`src/sv/lru_hit_count_promotion_filter_macros.svh`:
```
// Assertion helpers for the LRU hit-count filter.
`ifndef LRU_HIT_COUNT_PROMOTION_FILTER_MACROS_SVH
`define LRU_HIT_COUNT_PROMOTION_FILTER_MACROS_SVH
// Concurrent check that is disabled while reset is low.
`define LHF_ASSERT(label, prop, msg) \
  label: assert property (@(posedge clk) disable iff (!rst_n) (prop)) else $error(msg);
// Concurrent check that also holds during reset.
`define LHF_ASSERT_ALWAYS(label, prop, msg) \
  label: assert property (@(posedge clk) (prop)) else $error(msg);
`endif

```
`src/sv/lhf_ram.sv`:
```
// ----------------------------------------------------------------------------
// lhf_ram
// Generic single-port-write, single-port-read RAM with registered read.
// ----------------------------------------------------------------------------
`default_nettype none
module lhf_ram #(
  parameter int WIDTH = 8,
  parameter int DEPTH = 64
) (
  input  wire logic                     clk,
  input  wire logic                     we,
  input  wire logic [$clog2(DEPTH)-1:0] waddr,
  input  wire logic [WIDTH-1:0]         wdata,
  input  wire logic [$clog2(DEPTH)-1:0] raddr,
  output logic      [WIDTH-1:0]         rdata
);
  logic [WIDTH-1:0] mem [DEPTH];
  always_ff @(posedge clk) begin
    if (we) begin
      mem[waddr] <= wdata;
    end
    rdata <= mem[raddr];
  end
endmodule
`default_nettype wire

```
`config.mk`:
```
export PLATFORM = sky130hd
export DESIGN_NAME = lhf_ram
export DESIGN_NICKNAME = d
export VERILOG_FILES = /design/src/sv/lru_hit_count_promotion_filter_macros.svh /design/src/sv/lhf_ram.sv
export SDC_FILE = /design/constraint.sdc
export NUM_CORES = 1
export LEC_CHECK = 0
export ABC_AREA = 0
export BUFFER_PORTS_ARGS = -buffer_cell sky130_fd_sc_hd__buf_2
export CORE_MARGIN = 2
export CORE_UTILIZATION = 50
export CTS_CLUSTER_SIZE = 8
export DETAILED_ROUTE_END_ITERATION = 8
export PLACE_DENSITY = 0.78
export SLEW_MARGIN = 10
export SYNTH_ARGS = -nofsm -noshare
export SYNTH_HDL_FRONTEND = slang
export SYNTH_SLANG_ARGS = --single-unit
```
`constraint.sdc`:
```
create_clock -name clk -period 2.55 [get_ports clk]
set_input_delay 0.1275 -clock clk [delete_from_list [all_inputs] [get_ports clk]]
set_output_delay 0.1275 -clock clk [all_outputs]
set_load 0.01 [all_outputs]
```
[Word level (Yosys, flattened, before mapping)]
Memories as Yosys holds them, arrays and structs flattened. A register that Yosys moved wholly into a read port is not among the register bits.
Index checks and enable logic that the tools add are counted.
Word-level totals
  memories: 1
  logic and storage cells: 3
  bits in registers: 0
  memory bits (writable): 512
Operators by class
  muxes and demuxes: 2
Memory list
  mem: words 64, bits a word 8, rd ports 1, clocked after memory_dff 1, write ports 1, RTL line lhf_ram.sv:17  | logic [WIDTH-1:0] mem [DEPTH];
Operators by type and width (number)
  1-bit 2-to-1 mux: 2

[Longest topological paths before layout]
  word-level depth: 2
  mapped depth: 9
  gate-level depth less buffers: 5

[Worst setup path after synthesis]
Ideal clock, no wire load.
  path type: input to register
  start point: in raddr[1]
  end point: reg rdata[3], read port of mem
  path slack: 0.755 ns
  data arrival time: 1.667 ns
  cell stages on the path: 7
  required time: 2.422 ns
  path through: buf_4 buf_2 buf_2 mux4_2 mux4_2 o21ai_1 o41ai_1
RTL lines
  from (decl): RTL line lhf_ram.sv:14  | input wire logic [$clog2(DEPTH)-1:0] raddr,
  to (decl): RTL line lhf_ram.sv:15  | output logic [WIDTH-1:0] rdata

==> flow_summary_export.csv <==
group,metric,value,unit
run_status,outcome,"finished clean",
global_route,grt_pass1_wl,69900,µm
pwr,max-vdd-ir-drop,0.0004080,V
cells_and_area,fin_area,23630,µm²
clocking,numCtsBuffers,74,
die,ioPinCount,30,
place,io_buffers,29,
pwr,p_seq_frac,0.499,
route,drt-total-wl,46500,µm
synth,synth-seq-cells,520,
synth,synth_area_per_cell,21.45,µm²
sta,setup-tns-final,0,ps
cells_and_area,drive_above_1_share,0.3168,
pwr,power.switching,0.003858,W
sta,worstMarginPinSlew,907.5,ps
critical_path,worstPathBufferInverterCount,0,
place,place_area,21570,µm²
synth,synth_seq_area_share,0.7703,
clocking,cts_buffer_depth,3,
clocking,h-tree-depth,3,
synth,synth_cell_types,40,
critical_path,cp-end-kind,"flop",
pwr,p_comb_frac,0.048,
synth,syn_nets,962,
synth,post_synth_instance_area,20170,µm²
pwr,p_leak,7.666,nW
die,rows,73,
global_route,antenna_found_initial,1,
critical_path,worstPathRequired,3000,ps
critical_path,crit_family,"multiplexers",
synth,synth_cells,940,
route,wl_per_cell,28.10,µm
synth,ys.warnings.count,0,
critical_path,start_kind,"flop",
critical_path,crit_arrival,2530,ps
global_route,track_usage,0.2316,
clocking,worstSkewPairLatency,580,ps
clocking,post_cts_buffers,0,
run,cap_violations,0,
pwr,p_int,0.01523,W
clocking,clockRootBuffer,"clkbuf_16",
die,dieArea,41960,µm²
sta,hold_viol_final,0,
cells_and_area,fillCellCount,2645,
sta,clock_skew,21.19,ps
critical_path,slowest_delay,490,ps
route,drc,0,
global_route,grt_max_degree,54,
sta,finalCritPeriodShare,0.8158,
critical_path,critPathSlowestCell,"mux4_2",
clocking,cts_tree,"done",
die,coreArea,39730,µm²
sta,setup_viol,0,
pwr,swShare,0.2022,
sta,max_slew_margin,0.3950,
place,pre_cts_ws,258.4,ps
route,drt_first_pass_iters,5,
die,die-height,204.8,µm
global_route,grt_pass1_vias,10740,
cells_and_area,layout_common_cells,"edfxtp_1 (512), mux4_2 (126), buf_4 (104)",
worst_hold_path,hold_path.class,"in -> reg",
critical_path,worstPathCellList,"mux4_2, mux2_2, o221a_2, nor3_1, o32ai_1",
die,start_util,0.5076,
place,hpwl,28740,µm
sta,rsz0062_at_grt,"false",
cells_and_area,final_util,0.5948,
sta,drv_slew,0,
cells_and_area,layout-area-overhead-vs-synth,17.18,%
cells_and_area,diodes,0,
die,die_x,204.8,µm
critical_path,path_max_fanout,1,
clocking,clk_pin_slew,50,ps
route,ant_nets,0,
cells_and_area,nNetsFinal,1129,
route,drtIter0Drc,1398,
route,via_per_inst,6.249,
global_route,grt-ovfl-total,0,
place,finalWeightedCongestion,0.8317,
sta,fmaxAchievable,480.7,MHz
critical_path,crit_type,"reg -> reg",
cells_and_area,final_common_cell,"edfxtp_1",
sta,timing.final.crit_period,2080,ps
clocking,numClockSinks,520,
sta,holdWs,45.71,ps
pwr,power.density,807.6,nW/µm²
route,vias,10340,
sta,worst_slack,469.8,ps
pwr,clockPowerShare,0.453,
==> routing by layer <==
layer,track usage,share of wire
met3,0.04995,0.091
met2,0.3732,0.50
met1,0.3103,0.38
met5,0,0.00034
met4,0.09394,0.033
==> stage by stage <==
stage,total power (W),cells
after floorplan,0.01017,940
after global placement,0.01055,1552
after detailed placement,0.01058,1552
after CTS,0.01918,1655
after global routing,0.01960,1655
final,0.01908,1655
==> cell usage after synthesis <==
cell type	instances	area, µm²
mux4_2	126	2838
nand4b_1	1	8.760
or3_1	1	6.260
a31oi_1	1	6.260
nand2_1	19	71.32
buf_1	4	15.01
edfxtp_1	512	15370
nor2b_1	14	87.58
buf_4	13	97.59
a211oi_1	4	30.03
buf_12	2	40.04
buf_6	4	45.04
o22ai_1	8	50.05
mux2_2	13	146.4
a221oi_1	6	52.55
nor4_1	2	12.51
o32ai_1	2	17.52
a22oi_1	3	22.52
nand4_1	2	12.51
dfxtp_1	8	160.2
mux2i_1	23	230.2
o221a_2	2	22.52
nand3b_1	3	22.52
o41ai_1	2	17.52
buf_2	11	55.05
nand2b_1	7	43.79
o221ai_1	8	70.07
nor3_1	7	35.03
nor2_1	83	311.6
o21ai_1	2	10.01
o2bb2ai_1	3	26.28
clkbuf_1	17	63.81
nand3_1	13	65.06
and2_1	1	6.260
a2111oi_0	2	17.52
o2111ai_1	3	26.28
o21a_1	2	15.01
o21ai_0	2	10.01
o311ai_1	1	8.760
a21oi_1	3	15.01
==> repair_timing <==
action,CTS,global route
hold buffers,4,0
hold endpoints to repair,38,0
resized for setup,0,0
==> layout make-up <==
cell class | instances | area, µm² | area share
tap | 525 | 656.9 | 0.02780
clock buffer | 97 | 2002 | 0.08471
multi-input combinational | 369 | 4315 | 0.1826
timing repair buffer | 142 | 1105 | 0.04675
sequential | 520 | 15530 | 0.6574
clock inverter | 2 | 17.52 | 0.0007413
==> registers in the layout (all words and copies together) (netlist names) <==
| register | flops |
|---|---|
| rdata | 8 |
| mem | 512 |
==> power by group through the flow <==
stage	logic [W]	registers [W]	clock network [W]
finish	0.000918	0.00952	0.00865
detailed placement	0.000909	0.00967	0
global placement	0.000884	0.00967	0
global route	0.000977	0.00951	0.00911
floorplan	0.000504	0.00966	0
CTS	0.000920	0.00952	0.00874
==> kinds of logic after synthesis <==
logic type,after synthesis,share of synthesized area
and+or+nand+nor,153,0.03387
AOI/OAI and AO/OA,54,0.02072
muxes,162,0.1594
buffers and inverters,51,0.01570
DFF,520,0.7703
==> worst reg2reg max path, cell delays in order (launching register included) <==
cell and delay, ps:
edfxtp_1 370, mux4_2 490, mux2_2 290, o221a_2 270, nor3_1 380, o32ai_1 140
==> path summary, 6_finish.rpt <==
kind              start          to  slack, ps  cells past startpoint
min            wdata[1]  mem[29][1]         50                      1
min reg2reg  mem[27][4]    rdata[4]        830                      3
max reg2reg  mem[29][4]    rdata[4]        470                      5
max          mem[29][4]    rdata[4]        470                      5
No activity file was read; power rests on OpenSTA's default activity.
